$ cat config.mk
export PLATFORM = sky130hd
export DESIGN_NAME = sorted_timer_queue_top
export DESIGN_NICKNAME = d
export VERILOG_FILES = /design/src/stq_pkg.sv /design/src/stq_ctrl.sv /design/src/stq_dp.sv /design/src/sorted_timer_queue_top.sv
export SDC_FILE = /design/constraint.sdc
export NUM_CORES = 2
export LEC_CHECK = 0
export BUFFER_PORTS_ARGS = -buffer_cell sky130_fd_sc_hd__buf_2
export CORE_ASPECT_RATIO = 1.4
export CORE_UTILIZATION = 45
export CTS_CLUSTER_SIZE = 14
export DETAILED_ROUTE_END_ITERATION = 16
export PLACE_DENSITY_LB_ADDON = 0.08
export SYNTH_ARGS = -nofsm -noshare
export SYNTH_HDL_FRONTEND = slang
export SYNTH_SLANG_ARGS = --single-unit
$ cat constraint.sdc
create_clock -name clock -period 5.3 [get_ports clock]
set_input_delay 0.53 -clock clock [delete_from_list [all_inputs] [get_ports clock]]
set_output_delay 0.53 -clock clock [all_outputs]
set_load 0.05 [all_outputs]
$ cat src/stq_pkg.sv
// Shared codes, command and status types for the sorted timer queue.
package stq_pkg;

   localparam int TIMERS_DEF = 32;
   localparam int MAX_RES    = 32;

   // Request kinds
   localparam logic [2:0] KIND_ALLOC = 3'd0;
   localparam logic [2:0] KIND_FREE  = 3'd1;
   localparam logic [2:0] KIND_BIND  = 3'd2;
   localparam logic [2:0] KIND_ARM   = 3'd3;
   localparam logic [2:0] KIND_TICK  = 3'd4;

   // Response kinds
   localparam logic [1:0] RES_ALLOC  = 2'd0;
   localparam logic [1:0] RES_ACK    = 2'd1;
   localparam logic [1:0] RES_EXPIRY = 2'd2;
   localparam logic [1:0] RES_TASK   = 2'd3;

   // Slot states
   localparam logic [1:0] SLOT_FREE  = 2'd0;
   localparam logic [1:0] SLOT_ALLOC = 2'd1;
   localparam logic [1:0] SLOT_ARMED = 2'd2;

   localparam logic [31:0] DL_MAX = 32'hffff_ffff;

   typedef enum logic [4:0] {
      S_IDLE, S_A_SCAN, S_F_CHK, S_F_SET, S_B_WR, S_R_CHK,
      S_U0, S_U1, S_U_HD, S_U_WALK, S_U_END,
      S_I0, S_I1, S_I_T, S_I_C, S_I_W2,
      S_T_INC, S_E_CHK, S_E_LNK, S_E_DL, S_E_FIN, S_E_TS, S_ACK
   } state_type;

   typedef enum logic [2:0] {LA_SLOT, LA_HEAD, LA_LINK, LA_PTR, LA_NXT} lrd_sel_type;
   typedef enum logic [1:0] {LW_PTR_SUCC, LW_SLOT_HEAD, LW_PTR_SLOT, LW_SLOT_NXT} lwr_sel_type;
   typedef enum logic [2:0] {PTR_HOLD, PTR_ZERO, PTR_INC, PTR_HEAD, PTR_LINK, PTR_NXT}
      ptr_op_type;
   typedef enum logic [1:0] {HEAD_HOLD, HEAD_SLOT, HEAD_SUCC, HEAD_PTR} head_op_type;
   typedef enum logic [1:0] {ND_HOLD, ND_DNEW, ND_DL, ND_HDL} nd_op_type;
   typedef enum logic [1:0] {HDL_HOLD, HDL_NEXT, HDL_DL} hdl_op_type;
   typedef enum logic [1:0] {EM_ALLOC, EM_ACK, EM_PEND, EM_TASK} emit_sel_type;
   typedef enum logic {STA_SLOT, STA_PTR} st_addr_type;

   typedef struct packed {
      logic         load_item;
      logic         tick_inc;
      logic         dnew_load;
      lrd_sel_type  lrd_sel;
      logic         lw_en;
      lwr_sel_type  lw_sel;
      logic         dl_we;
      logic         msg_we;
      logic         st_we;
      st_addr_type  st_addr;
      logic [1:0]   st_val;
      ptr_op_type   ptr_op;
      head_op_type  head_op;
      nd_op_type    nd_op;
      hdl_op_type   hdl_op;
      logic         succ_load;
      logic         nxt_load;
      logic         exp_init;
      logic         exp_take;
      logic         pend_load;
      logic         emit;
      emit_sel_type emit_sel;
      logic         emit_found;
      logic         emit_last;
   } cmd_type;

   typedef struct packed {
      logic [2:0] kind;
      logic       slot_ok;
      logic       slot_armed;
      logic       scan_free;
      logic       ptr_last;
      logic       head_is_slot;
      logic       link_is_slot;
      logic       link_zero;
      logic       dnew_le_next;
      logic       dnew_le_dl;
      logic       exp_go;
      logic       pend_v;
      logic       ts;
      logic       out_free;
   } status_type;

endpackage

$ cat src/stq_ctrl.sv
// Sequencer for the sorted timer queue: walks requests through the datapath.
module stq_ctrl
   import stq_pkg::*;
(
   input  logic       clock,
   input  logic       reset,
   input  logic       req_valid,
   input  logic [2:0] req_kind,
   input  status_type status,
   output cmd_type    cmd,
   output logic       idle
);

   state_type state_ff, state_in;

   // Hold state
   always_ff @(posedge clock) begin
      if (reset) begin
         state_ff <= S_IDLE;
      end else begin
         state_ff <= state_in;
      end
   end

   assign idle = (state_ff == S_IDLE);

   // Next state and commands
   always_comb begin
      state_in = state_ff;
      cmd      = '0;
      unique case (state_ff)
         S_IDLE: begin
            if (req_valid) begin
               cmd.load_item = 1'b1;
               cmd.ptr_op    = PTR_ZERO;
               priority case (req_kind)
                  KIND_ALLOC: state_in = S_A_SCAN;
                  KIND_FREE:  state_in = S_F_CHK;
                  KIND_BIND:  state_in = S_B_WR;
                  KIND_ARM:   state_in = S_R_CHK;
                  KIND_TICK:  state_in = S_T_INC;
                  default:    state_in = S_ACK;
               endcase
            end
         end
         S_A_SCAN: begin
            if (status.scan_free) begin
               if (status.out_free) begin
                  cmd.st_we      = 1'b1;
                  cmd.st_addr    = STA_PTR;
                  cmd.st_val     = SLOT_ALLOC;
                  cmd.emit       = 1'b1;
                  cmd.emit_sel   = EM_ALLOC;
                  cmd.emit_found = 1'b1;
                  state_in       = S_IDLE;
               end
            end else if (status.ptr_last) begin
               if (status.out_free) begin
                  cmd.emit     = 1'b1;
                  cmd.emit_sel = EM_ALLOC;
                  state_in     = S_IDLE;
               end
            end else begin
               cmd.ptr_op = PTR_INC;
            end
         end
         S_F_CHK: begin
            if (status.slot_ok) begin
               state_in = status.slot_armed ? S_U0 : S_F_SET;
            end else begin
               state_in = S_ACK;
            end
         end
         S_F_SET: begin
            cmd.st_we   = 1'b1;
            cmd.st_addr = STA_SLOT;
            cmd.st_val  = SLOT_FREE;
            state_in    = S_ACK;
         end
         S_B_WR: begin
            cmd.msg_we = status.slot_ok;
            state_in   = S_ACK;
         end
         S_R_CHK: begin
            if (status.slot_ok) begin
               state_in = status.slot_armed ? S_U0 : S_I0;
            end else begin
               state_in = S_ACK;
            end
         end
         // Unlink: fetch the successor, then splice it in
         S_U0: begin
            cmd.lrd_sel = LA_SLOT;
            state_in    = S_U1;
         end
         S_U1: begin
            cmd.succ_load = 1'b1;
            if (status.head_is_slot) begin
               state_in = S_U_HD;
            end else begin
               cmd.ptr_op  = PTR_HEAD;
               cmd.lrd_sel = LA_HEAD;
               state_in    = S_U_WALK;
            end
         end
         S_U_HD: begin
            cmd.head_op = HEAD_SUCC;
            cmd.nd_op   = ND_DL;
            state_in    = S_U_END;
         end
         S_U_WALK: begin
            if (status.link_is_slot) begin
               cmd.lw_en  = 1'b1;
               cmd.lw_sel = LW_PTR_SUCC;
               state_in   = S_U_END;
            end else if (status.link_zero) begin
               state_in = S_U_END;
            end else begin
               cmd.ptr_op  = PTR_LINK;
               cmd.lrd_sel = LA_LINK;
            end
         end
         S_U_END: begin
            state_in = (status.kind == KIND_FREE) ? S_F_SET : S_I0;
         end
         // Insert in deadline order
         S_I0: begin
            cmd.dnew_load = 1'b1;
            state_in      = S_I1;
         end
         S_I1: begin
            cmd.dl_we   = 1'b1;
            cmd.st_we   = 1'b1;
            cmd.st_addr = STA_SLOT;
            cmd.st_val  = SLOT_ARMED;
            if (status.dnew_le_next) begin
               cmd.lw_en   = 1'b1;
               cmd.lw_sel  = LW_SLOT_HEAD;
               cmd.head_op = HEAD_SLOT;
               cmd.nd_op   = ND_DNEW;
               state_in    = S_ACK;
            end else begin
               cmd.ptr_op  = PTR_HEAD;
               cmd.lrd_sel = LA_HEAD;
               state_in    = S_I_T;
            end
         end
         S_I_T: begin
            cmd.nxt_load = 1'b1;
            state_in     = S_I_C;
         end
         S_I_C: begin
            if (status.dnew_le_dl) begin
               cmd.lw_en  = 1'b1;
               cmd.lw_sel = LW_PTR_SLOT;
               state_in   = S_I_W2;
            end else begin
               cmd.ptr_op  = PTR_NXT;
               cmd.lrd_sel = LA_NXT;
               state_in    = S_I_T;
            end
         end
         S_I_W2: begin
            cmd.lw_en  = 1'b1;
            cmd.lw_sel = LW_SLOT_NXT;
            state_in   = S_ACK;
         end
         // Tick: advance count, expire leading slots
         S_T_INC: begin
            cmd.tick_inc = 1'b1;
            cmd.exp_init = 1'b1;
            cmd.ptr_op   = PTR_HEAD;
            cmd.hdl_op   = HDL_NEXT;
            state_in     = S_E_CHK;
         end
         S_E_CHK: begin
            if (status.exp_go) begin
               if (!status.pend_v || status.out_free) begin
                  cmd.emit     = status.pend_v;
                  cmd.emit_sel = EM_PEND;
                  cmd.exp_take = 1'b1;
                  cmd.st_we    = 1'b1;
                  cmd.st_addr  = STA_PTR;
                  cmd.st_val   = SLOT_ALLOC;
                  cmd.lrd_sel  = LA_PTR;
                  state_in     = S_E_LNK;
               end
            end else begin
               cmd.head_op = HEAD_PTR;
               cmd.nd_op   = ND_HDL;
               state_in    = S_E_FIN;
            end
         end
         S_E_LNK: begin
            cmd.pend_load = 1'b1;
            cmd.ptr_op    = PTR_LINK;
            state_in      = S_E_DL;
         end
         S_E_DL: begin
            cmd.hdl_op = HDL_DL;
            state_in   = S_E_CHK;
         end
         S_E_FIN: begin
            if (status.pend_v) begin
               if (status.out_free) begin
                  cmd.emit      = 1'b1;
                  cmd.emit_sel  = EM_PEND;
                  cmd.emit_last = !status.ts;
                  state_in      = status.ts ? S_E_TS : S_IDLE;
               end
            end else begin
               state_in = status.ts ? S_E_TS : S_ACK;
            end
         end
         S_E_TS: begin
            if (status.out_free) begin
               cmd.emit     = 1'b1;
               cmd.emit_sel = EM_TASK;
               state_in     = S_IDLE;
            end
         end
         S_ACK: begin
            if (status.out_free) begin
               cmd.emit     = 1'b1;
               cmd.emit_sel = EM_ACK;
               state_in     = S_IDLE;
            end
         end
         default: state_in = S_IDLE;
      endcase
   end

endmodule

$ cat src/stq_dp.sv
// Datapath of the sorted timer queue: slot tables, list registers, response word.
module stq_dp
   import stq_pkg::*;
#(
   parameter int TIMERS = TIMERS_DEF
)
(
   input  logic        clock,
   input  logic        reset,
   input  cmd_type     cmd,
   output status_type  status,
   input  logic [2:0]  req_kind,
   input  logic [4:0]  req_slot,
   input  logic [3:0]  req_channel,
   input  logic [31:0] req_payload,
   input  logic [31:0] req_delay,
   input  logic        csr_we,
   input  logic [4:0]  csr_task_slot,
   output logic        rsp_valid,
   input  logic        rsp_stall,
   output logic [1:0]  rsp_result_kind,
   output logic [4:0]  rsp_slot_out,
   output logic        rsp_found,
   output logic [3:0]  rsp_channel_out,
   output logic [31:0] rsp_payload_out,
   output logic        rsp_last
);

   localparam int SW = $clog2(TIMERS);
   localparam int XW = SW + 5;
   localparam logic [SW-1:0] LAST_IDX = SW'(TIMERS - 1);

   // Item registers
   logic [2:0]    kind_ff;
   logic [SW-1:0] slot_ff;
   logic          slot_ok_ff;
   logic [3:0]    chan_ff;
   logic [31:0]   pay_ff;
   logic [31:0]   delay_ff;

   // List and count registers
   logic [4:0]    task_ff;
   logic [31:0]   tick_ff;
   logic [SW-1:0] head_ff;
   logic [31:0]   next_dl_ff;
   logic [1:0]    st_ff [TIMERS];
   logic [SW-1:0] ptr_ff, succ_ff, nxt_ff;
   logic [31:0]   hdl_ff, dnew_ff;
   logic [5:0]    cnt_ff;
   logic          ts_ff;
   logic          pend_v_ff;
   logic [SW-1:0] pend_slot_ff;
   logic [3:0]    pend_ch_ff;
   logic [31:0]   pend_pay_ff;

   // Slot tables
   logic [SW-1:0] link_mem [TIMERS];
   logic [31:0]   dl_mem   [TIMERS];
   logic [3:0]    ch_mem   [TIMERS];
   logic [31:0]   pay_mem  [TIMERS];
   logic [SW-1:0] link_rd_ff;
   logic [31:0]   dl_rd_ff;
   logic          dl_zero_ff;
   logic [3:0]    ch_rd_ff;
   logic [31:0]   pay_rd_ff;

   logic          rsp_valid_ff;
   logic [1:0]    rsp_kind_ff;
   logic [4:0]    rsp_slot_ff;
   logic          rsp_found_ff;
   logic [3:0]    rsp_ch_ff;
   logic [31:0]   rsp_pay_ff;
   logic          rsp_last_ff;

   logic [XW-1:0] req_slot_x, ptr_x, pend_x, task_x;
   logic [7:0]    req_slot8;
   logic          out_free;
   logic          ptr_is_task;
   logic [31:0]   dl_val;
   logic [SW-1:0] link_raddr, link_waddr, link_wdata;
   logic [SW-1:0] st_waddr;
   logic [1:0]    slot_st;

   assign req_slot_x  = XW'(req_slot);
   assign req_slot8   = 8'(req_slot);
   assign ptr_x       = XW'(ptr_ff);
   assign pend_x      = XW'(pend_slot_ff);
   assign task_x      = XW'(task_ff);
   assign ptr_is_task = (ptr_x == task_x);
   assign out_free    = !rsp_valid_ff || !rsp_stall;
   assign dl_val      = dl_zero_ff ? DL_MAX : dl_rd_ff;
   assign slot_st     = st_ff[slot_ff];

   // Capture the request word; bind accepts the sentinel slot as well
   always_ff @(posedge clock) begin
      if (cmd.load_item) begin
         kind_ff    <= req_kind;
         slot_ff    <= req_slot_x[SW-1:0];
         slot_ok_ff <= (req_slot8 < 8'(TIMERS)) &&
                       ((req_slot != 5'd0) || (req_kind == KIND_BIND));
         chan_ff    <= req_channel;
         pay_ff     <= req_payload;
         delay_ff   <= req_delay;
      end
   end

   // Task slot register
   always_ff @(posedge clock) begin
      if (reset) begin
         task_ff <= 5'd0;
      end else if (csr_we) begin
         task_ff <= csr_task_slot;
      end
   end

   // Link table port selection
   always_comb begin
      unique case (cmd.lrd_sel)
         LA_SLOT: link_raddr = slot_ff;
         LA_HEAD: link_raddr = head_ff;
         LA_LINK: link_raddr = link_rd_ff;
         LA_PTR:  link_raddr = ptr_ff;
         LA_NXT:  link_raddr = nxt_ff;
         default: link_raddr = slot_ff;
      endcase
      unique case (cmd.lw_sel)
         LW_PTR_SUCC:  begin link_waddr = ptr_ff;  link_wdata = succ_ff; end
         LW_SLOT_HEAD: begin link_waddr = slot_ff; link_wdata = head_ff; end
         LW_PTR_SLOT:  begin link_waddr = ptr_ff;  link_wdata = slot_ff; end
         LW_SLOT_NXT:  begin link_waddr = slot_ff; link_wdata = nxt_ff;  end
         default:      begin link_waddr = slot_ff; link_wdata = nxt_ff;  end
      endcase
   end

   // Slot tables, registered reads
   always_ff @(posedge clock) begin
      if (cmd.lw_en) begin
         link_mem[link_waddr] <= link_wdata;
      end
      link_rd_ff <= link_mem[link_raddr];
      if (cmd.dl_we) begin
         dl_mem[slot_ff] <= dnew_ff;
      end
      dl_rd_ff   <= dl_mem[link_rd_ff];
      dl_zero_ff <= (link_rd_ff == '0);
      if (cmd.msg_we) begin
         ch_mem[slot_ff]  <= chan_ff;
         pay_mem[slot_ff] <= pay_ff;
      end
      ch_rd_ff  <= ch_mem[ptr_ff];
      pay_rd_ff <= pay_mem[ptr_ff];
   end

   assign st_waddr = (cmd.st_addr == STA_PTR) ? ptr_ff : slot_ff;

   // Slot states; the sentinel starts armed
   always_ff @(posedge clock) begin
      if (reset) begin
         for (int i = 0; i < TIMERS; i++) begin
            st_ff[i] <= (i == 0) ? SLOT_ARMED : SLOT_FREE;
         end
      end else if (cmd.st_we) begin
         st_ff[st_waddr] <= cmd.st_val;
      end
   end

   // Tick count, head and head deadline
   always_ff @(posedge clock) begin
      if (reset) begin
         tick_ff    <= 32'd0;
         head_ff    <= '0;
         next_dl_ff <= DL_MAX;
      end else begin
         if (cmd.tick_inc) begin
            tick_ff <= tick_ff + 32'd1;
         end
         unique case (cmd.head_op)
            HEAD_HOLD: head_ff <= head_ff;
            HEAD_SLOT: head_ff <= slot_ff;
            HEAD_SUCC: head_ff <= succ_ff;
            HEAD_PTR:  head_ff <= ptr_ff;
            default:   head_ff <= head_ff;
         endcase
         unique case (cmd.nd_op)
            ND_HOLD: next_dl_ff <= next_dl_ff;
            ND_DNEW: next_dl_ff <= dnew_ff;
            ND_DL:   next_dl_ff <= dl_val;
            ND_HDL:  next_dl_ff <= hdl_ff;
            default: next_dl_ff <= next_dl_ff;
         endcase
      end
   end

   // Walk pointers and working deadlines
   always_ff @(posedge clock) begin
      unique case (cmd.ptr_op)
         PTR_HOLD: ptr_ff <= ptr_ff;
         PTR_ZERO: ptr_ff <= '0;
         PTR_INC:  ptr_ff <= ptr_ff + SW'(1);
         PTR_HEAD: ptr_ff <= head_ff;
         PTR_LINK: ptr_ff <= link_rd_ff;
         PTR_NXT:  ptr_ff <= nxt_ff;
         default:  ptr_ff <= ptr_ff;
      endcase
      if (cmd.succ_load) begin
         succ_ff <= link_rd_ff;
      end
      if (cmd.nxt_load) begin
         nxt_ff <= link_rd_ff;
      end
      if (cmd.dnew_load) begin
         dnew_ff <= tick_ff + delay_ff;
      end
      unique case (cmd.hdl_op)
         HDL_HOLD: hdl_ff <= hdl_ff;
         HDL_NEXT: hdl_ff <= next_dl_ff;
         HDL_DL:   hdl_ff <= dl_val;
         default:  hdl_ff <= hdl_ff;
      endcase
   end

   // Expiry bookkeeping: message count, task flag, held message
   always_ff @(posedge clock) begin
      if (reset) begin
         cnt_ff    <= 6'd0;
         ts_ff     <= 1'b0;
         pend_v_ff <= 1'b0;
      end else if (cmd.exp_init) begin
         cnt_ff    <= 6'd0;
         ts_ff     <= 1'b0;
         pend_v_ff <= 1'b0;
      end else begin
         if (cmd.exp_take) begin
            if (ptr_is_task) begin
               ts_ff <= 1'b1;
            end else begin
               cnt_ff <= cnt_ff + 6'd1;
            end
         end
         if (cmd.emit && cmd.emit_sel == EM_PEND) begin
            pend_v_ff <= 1'b0;
         end else if (cmd.pend_load && !ptr_is_task) begin
            pend_v_ff <= 1'b1;
         end
      end
   end

   always_ff @(posedge clock) begin
      if (cmd.pend_load) begin
         pend_slot_ff <= ptr_ff;
         pend_ch_ff   <= ch_rd_ff;
         pend_pay_ff  <= pay_rd_ff;
      end
   end

   // Response register
   always_ff @(posedge clock) begin
      if (reset) begin
         rsp_valid_ff <= 1'b0;
      end else if (cmd.emit) begin
         rsp_valid_ff <= 1'b1;
      end else if (!rsp_stall) begin
         rsp_valid_ff <= 1'b0;
      end
   end

   always_ff @(posedge clock) begin
      if (cmd.emit) begin
         rsp_found_ff <= 1'b0;
         rsp_ch_ff    <= 4'd0;
         rsp_pay_ff   <= 32'd0;
         rsp_slot_ff  <= 5'd0;
         rsp_last_ff  <= 1'b1;
         unique case (cmd.emit_sel)
            EM_ALLOC: begin
               rsp_kind_ff  <= RES_ALLOC;
               rsp_found_ff <= cmd.emit_found;
               rsp_slot_ff  <= cmd.emit_found ? ptr_x[4:0] : 5'd0;
            end
            EM_ACK: begin
               rsp_kind_ff <= RES_ACK;
            end
            EM_PEND: begin
               rsp_kind_ff <= RES_EXPIRY;
               rsp_slot_ff <= pend_x[4:0];
               rsp_ch_ff   <= pend_ch_ff;
               rsp_pay_ff  <= pend_pay_ff;
               rsp_last_ff <= cmd.emit_last;
            end
            EM_TASK: begin
               rsp_kind_ff <= RES_TASK;
               rsp_slot_ff <= task_ff;
            end
            default: rsp_kind_ff <= RES_ACK;
         endcase
      end
   end

   assign rsp_valid       = rsp_valid_ff;
   assign rsp_result_kind = rsp_kind_ff;
   assign rsp_slot_out    = rsp_slot_ff;
   assign rsp_found       = rsp_found_ff;
   assign rsp_channel_out = rsp_ch_ff;
   assign rsp_payload_out = rsp_pay_ff;
   assign rsp_last        = rsp_last_ff;

   // Status back to the sequencer
   always_comb begin
      status.kind         = kind_ff;
      status.slot_ok      = slot_ok_ff;
      status.slot_armed   = (slot_st == SLOT_ARMED);
      status.scan_free    = (st_ff[ptr_ff] == SLOT_FREE);
      status.ptr_last     = (ptr_ff == LAST_IDX);
      status.head_is_slot = (head_ff == slot_ff);
      status.link_is_slot = (link_rd_ff == slot_ff);
      status.link_zero    = (link_rd_ff == '0);
      status.dnew_le_next = (dnew_ff <= next_dl_ff);
      status.dnew_le_dl   = (dnew_ff <= dl_val);
      status.exp_go       = (ptr_ff != '0) && ((cnt_ff + 6'(ts_ff)) < 6'(MAX_RES))
                            && (hdl_ff <= tick_ff);
      status.pend_v       = pend_v_ff;
      status.ts           = ts_ff;
      status.out_free     = out_free;
   end

endmodule

$ cat src/sorted_timer_queue_top.sv
// Top level of the sorted timer queue: sequencer plus datapath.
// Timer manager over TIMERS slots with a deadline-sorted list ending in the
// sentinel slot 0. One request word is taken at a time; the next is accepted
// once the last response of the current one sits in the response register.
// Allocate scans the slot states one per cycle; the sentinel slot 0 is never
// free. Free and arm of a listed slot first unlink it, at the head directly,
// else by walking the list entries ahead of it. Arm inserts at the head or
// elsewhere after walking the list entries passed, each step a link table
// read followed by a deadline table read. A tick expires leading slots and
// answers with expiry responses, a task switch request or a bare acknowledge,
// at most 32 responses per tick. Bind, a free or arm of the sentinel or of an
// out-of-range slot, and an unknown kind get an acknowledge alone. A response
// stall holds the sequencer until the response register is free.
module sorted_timer_queue_top
   import stq_pkg::*;
#(
   parameter int TIMERS = TIMERS_DEF
)
(
   input  logic        clock,
   input  logic        reset,
   input  logic        req_valid,
   output logic        req_stall,
   input  logic [2:0]  req_kind,
   input  logic [4:0]  req_slot,
   input  logic [3:0]  req_channel,
   input  logic [31:0] req_payload,
   input  logic [31:0] req_delay,
   output logic        rsp_valid,
   input  logic        rsp_stall,
   output logic [1:0]  rsp_result_kind,
   output logic [4:0]  rsp_slot_out,
   output logic        rsp_found,
   output logic [3:0]  rsp_channel_out,
   output logic [31:0] rsp_payload_out,
   output logic        rsp_last,
   input  logic        csr_we,
   input  logic [4:0]  csr_task_slot
);

   cmd_type    cmd;
   status_type status;
   logic       idle;

   // Accept a word only while the sequencer waits
   assign req_stall = ~idle;

   stq_ctrl u_ctrl (
      .clock     (clock),
      .reset     (reset),
      .req_valid (req_valid),
      .req_kind  (req_kind),
      .status    (status),
      .cmd       (cmd),
      .idle      (idle)
   );

   stq_dp #(
      .TIMERS (TIMERS)
   ) u_dp (
      .clock           (clock),
      .reset           (reset),
      .cmd             (cmd),
      .status          (status),
      .req_kind        (req_kind),
      .req_slot        (req_slot),
      .req_channel     (req_channel),
      .req_payload     (req_payload),
      .req_delay       (req_delay),
      .csr_we          (csr_we),
      .csr_task_slot   (csr_task_slot),
      .rsp_valid       (rsp_valid),
      .rsp_stall       (rsp_stall),
      .rsp_result_kind (rsp_result_kind),
      .rsp_slot_out    (rsp_slot_out),
      .rsp_found       (rsp_found),
      .rsp_channel_out (rsp_channel_out),
      .rsp_payload_out (rsp_payload_out),
      .rsp_last        (rsp_last)
   );

endmodule
==> impl_metrics.tcl <==
set metrics [dict create \
    drt-pass1-iter-count 6 \
    synth_edf_count 2642 \
    worstSetupStartpoint "u_dp.dl_zero_ff" \
    grt.overflow.total 0 \
    synth_mux_area_share_pct 15.4 \
    synth_simple_gate_area_share_pct 3.57 \
    skew_ps 48.3 \
    finalHoldViolations 0 \
    slew_headroom_pct 15.9 \
    postSynthCellCount 5619 \
    vdd_drop_max_mv 0.410 \
    fp.dieW_microns 423 \
    synthXorXnorAreaFrac_pct 0.652 \
    crit_end "u_dp.link_rd_ff[1]" \
    synth_area_sq_mm 0.111 \
    drt.antenna.violating_nets 0 \
    drive_gt1_share_pct 25.8 \
    setup_viol 0 \
    register_area_sq_mm 0.0828 \
    worst_pin_slew_ps 1260 \
    crit_fanout 23 \
    rows 215 \
    r2r-end "u_dp.link_rd_ff[1]" \
    clk_pin_slew_ps 60 \
    cts_tree "yes" \
    worst_slack_ps 321 \
    cts_max_level 5 \
    synth_compound_area_share_pct 3.25 \
    grt_max_degree 121 \
    start_util_pct 45.4 \
    die_h_microns 591 \
    antenna_found_initial 21 \
    multi_input_area_sq_mm 0.0277 \
    fin_setup_tns_ps 0 \
    gp_congestion 0.890 \
    grt_pass1_vias 59000 \
    p_leak_nw 41.4 \
    avgSynthCellArea_sq_um 19.8 \
    clkLatencyLatePin_ps 870 \
    wl_per_cell_microns 32.4 \
    syn_nets 5840 \
    worstPathArrival_ps 5700 \
    place_inst 8951 \
    reg2reg_slack_ps 320 \
    grt.total_usage_pct 24.7 \
    power_density_mw_per_mm2 478 \
    port_buffers 132 \
    cts_root_buffer "clkbuf_16" \
    ys.warnings.count 0 \
    r2r_start "u_dp.dl_zero_ff" \
    critPathCaptureType "flip-flop" \
    fin_nets 6286 \
    num_io_pins 133 \
    vias_per_cell 5.92 \
    synth_fa_ha_area_share_pct 1.52 \
    ys.flop_type "edfxtp_1" \
    critPathRequiredTime_ps 6020 \
    yosysSeqAreaShare_pct 74.3 \
    rsz0062_at_grt "false" \
    period_share_pct 94.0 \
    synth_top_family_by_area "multiplexers" \
    run_status "finished, final reports clean" \
    period_needed_ps 4980 \
    hp-class "in -> reg" \
    grt_pass1_wl_microns 437000 \
    finalMaxSlewViolations 0 \
    hpwl_microns 176000 \
    cts-buffers-inserted 282 \
    cp-start-kind "flip-flop" \
    finalNonFillerCells 9548 \
    synthArstFlopShare_pct 0 \
    ys_types 94 \
    synth_seq_cells 2814 \
    area_growth_pct 14.7 \
    pre_cts_ws_ps 221 \
    dieArea_sq_mm 0.250 \
    drc 0 \
    worstSetupPathType "reg -> reg" \
    drt_iter0_drc 5208 \
    wl_microns 310000 \
    core_area_sq_mm 0.246 \
    cts_sinks 2814 \
    num_vias 56500 \
    cts_buffer_depth 4 \
    cap_violations 0 \
    ff2ff_path_depth 17 \
    max_clock_freq_ghz 0.201 \
    fill_cells 19600 \
    holdWs_ps 66.7 \
]
worst max-delay path, stage by stage, from the launching register on:
cell,delay (ps)
dfxtp_1,310
buf_4,260
buf_4,280
nor2_1,110
ha_1,300
and3_1,180
nand4_1,260
a211o_1,320
a41oi_2,330
o21ai_2,230
or3_1,390
o2111a_2,210
nor2_8,390
buf_4,360
mux2i_1,130
a22oi_1,270
o22ai_1,140
a2111oi_2,330
timing repair:
action	in CTS	in global routing
hold buffers	85	0
buffers inserted	0	0
gates resized for setup	0	2
setup endpoints to repair	0	4
hold endpoints to repair	87	0
cell usage in the layout, fill, tap and decap left out, drive strengths merged, types with 23 or more instances in the layout:
cell type,instances
o21ai,85
o21bai,41
xnor2,58
mux2,78
nor2,399
dfxtp,172
nor3,49
dlygate4sd3,85
and2,44
inv,118
nand2b,26
clkbuf,387
mux4,686
a211oi,23
ha,134
mux2i,80
a22oi,34
clkinv,79
xor2,25
buf,341
nand2,135
nand3,52
nand4,36
edfxtp,2642
a21o,47
a21oi,122
cell type report:
type,count,share of cell area [%]
flip-flops and latches,2814,64.8
multi-input cells,2429,21.7
clock buffers,387,6.26
well taps,3255,3.19
repair buffers,426,2.83
clock inverters,112,0.887
inverters,112,0.331
diodes,13,0.0255
worst min path at each step:
stage	from	to	slack (ps)	cells past startpoint
floorplan	u_dp.ch_rd_ff[0]	u_dp.pend_ch_ff[0]	390	0
global placement	u_dp.pay_rd_ff[23]	u_dp.pend_pay_ff[23]	390	0
detailed placement	u_dp.pay_rd_ff[27]	u_dp.pend_pay_ff[27]	390	0
CTS	csr_we	u_dp.task_ff[3]	7	3
global route	csr_we	u_dp.task_ff[3]	50	3
finish	csr_we	u_dp.task_ff[3]	70	3
power breakdown:
group	internal (W)	switching [W]
Clock	0.0116	0.00838
Sequential	0.0256	0.00118
Combinational	0.00677	0.00757
Total	0.0440	0.0171
state kept, by name, indices dropped and copies added (netlist names), 6 cells and up, named ones only:
register              count
u_dp.st_ff               64
u_dp.link_mem           160
u_dp.dnew_ff             32
u_dp.dl_mem            1024
u_dp.ch_mem             128
u_dp.pay_ff              32
u_dp.pend_pay_ff         32
u_dp.pay_rd_ff           32
u_dp.tick_ff             32
u_dp.delay_ff            32
u_dp.next_dl_ff          32
u_dp.dl_rd_ff            32
u_dp.hdl_ff              32
u_dp.cnt_ff               6
u_dp.rsp_payload_out     32
u_dp.pay_mem           1024
stage by stage:
stage / instance area [sq um] / total power [W] / utilization (%)
CTS: 128000 / 0.0619 / 52.0
global route: 128000 / 0.0633 / 52.0
floorplan: 111000 / 0.0369 / -
global placement: 118000 / 0.0418 / 47.9
finish: 128000 / 0.0611 / 52.0
detailed placement: 118000 / 0.0418 / 47.9
synthesized netlist by cell type, drive strengths merged (47+ instances only):
| cell | n | area share [%] |
|---|---|---|
| a21o | 47 | 0.32 |
| a21oi | 122 | 0.55 |
| buf | 82 | 0.36 |
| clkbuf | 182 | 0.61 |
| dfxtp | 172 | 3.1 |
| edfxtp | 2642 | 71 |
| ha | 134 | 1.5 |
| inv | 110 | 0.37 |
| mux2 | 78 | 0.79 |
| mux2i | 80 | 0.72 |
| mux4 | 686 | 14 |
| nand2 | 135 | 0.45 |
| nand3 | 52 | 0.24 |
| nor2 | 399 | 1.4 |
| nor3 | 49 | 0.24 |
| o21ai | 85 | 0.39 |
| xnor2 | 58 | 0.46 |
layer usage:
metal / global-route usage (%) / vias to the layer above / routed length (microns)
met5: 0 / - / 88
met4: 7.98 / 14 / 10100
met3: 3.34 / 510 / 16000
met2: 45.2 / 1722 / 167000
met1: 30.1 / 30300 / 117000
li1: - / 23900 / -
kinds of logic after synthesis:
family / count (synthesis)
flops: 2814
fa+ha+maj: 135
xor+xnor: 83
buf+inv: 376
mux: 844
compound gates: 521
simple gates: 846
(Power assumes the default switching activity.)
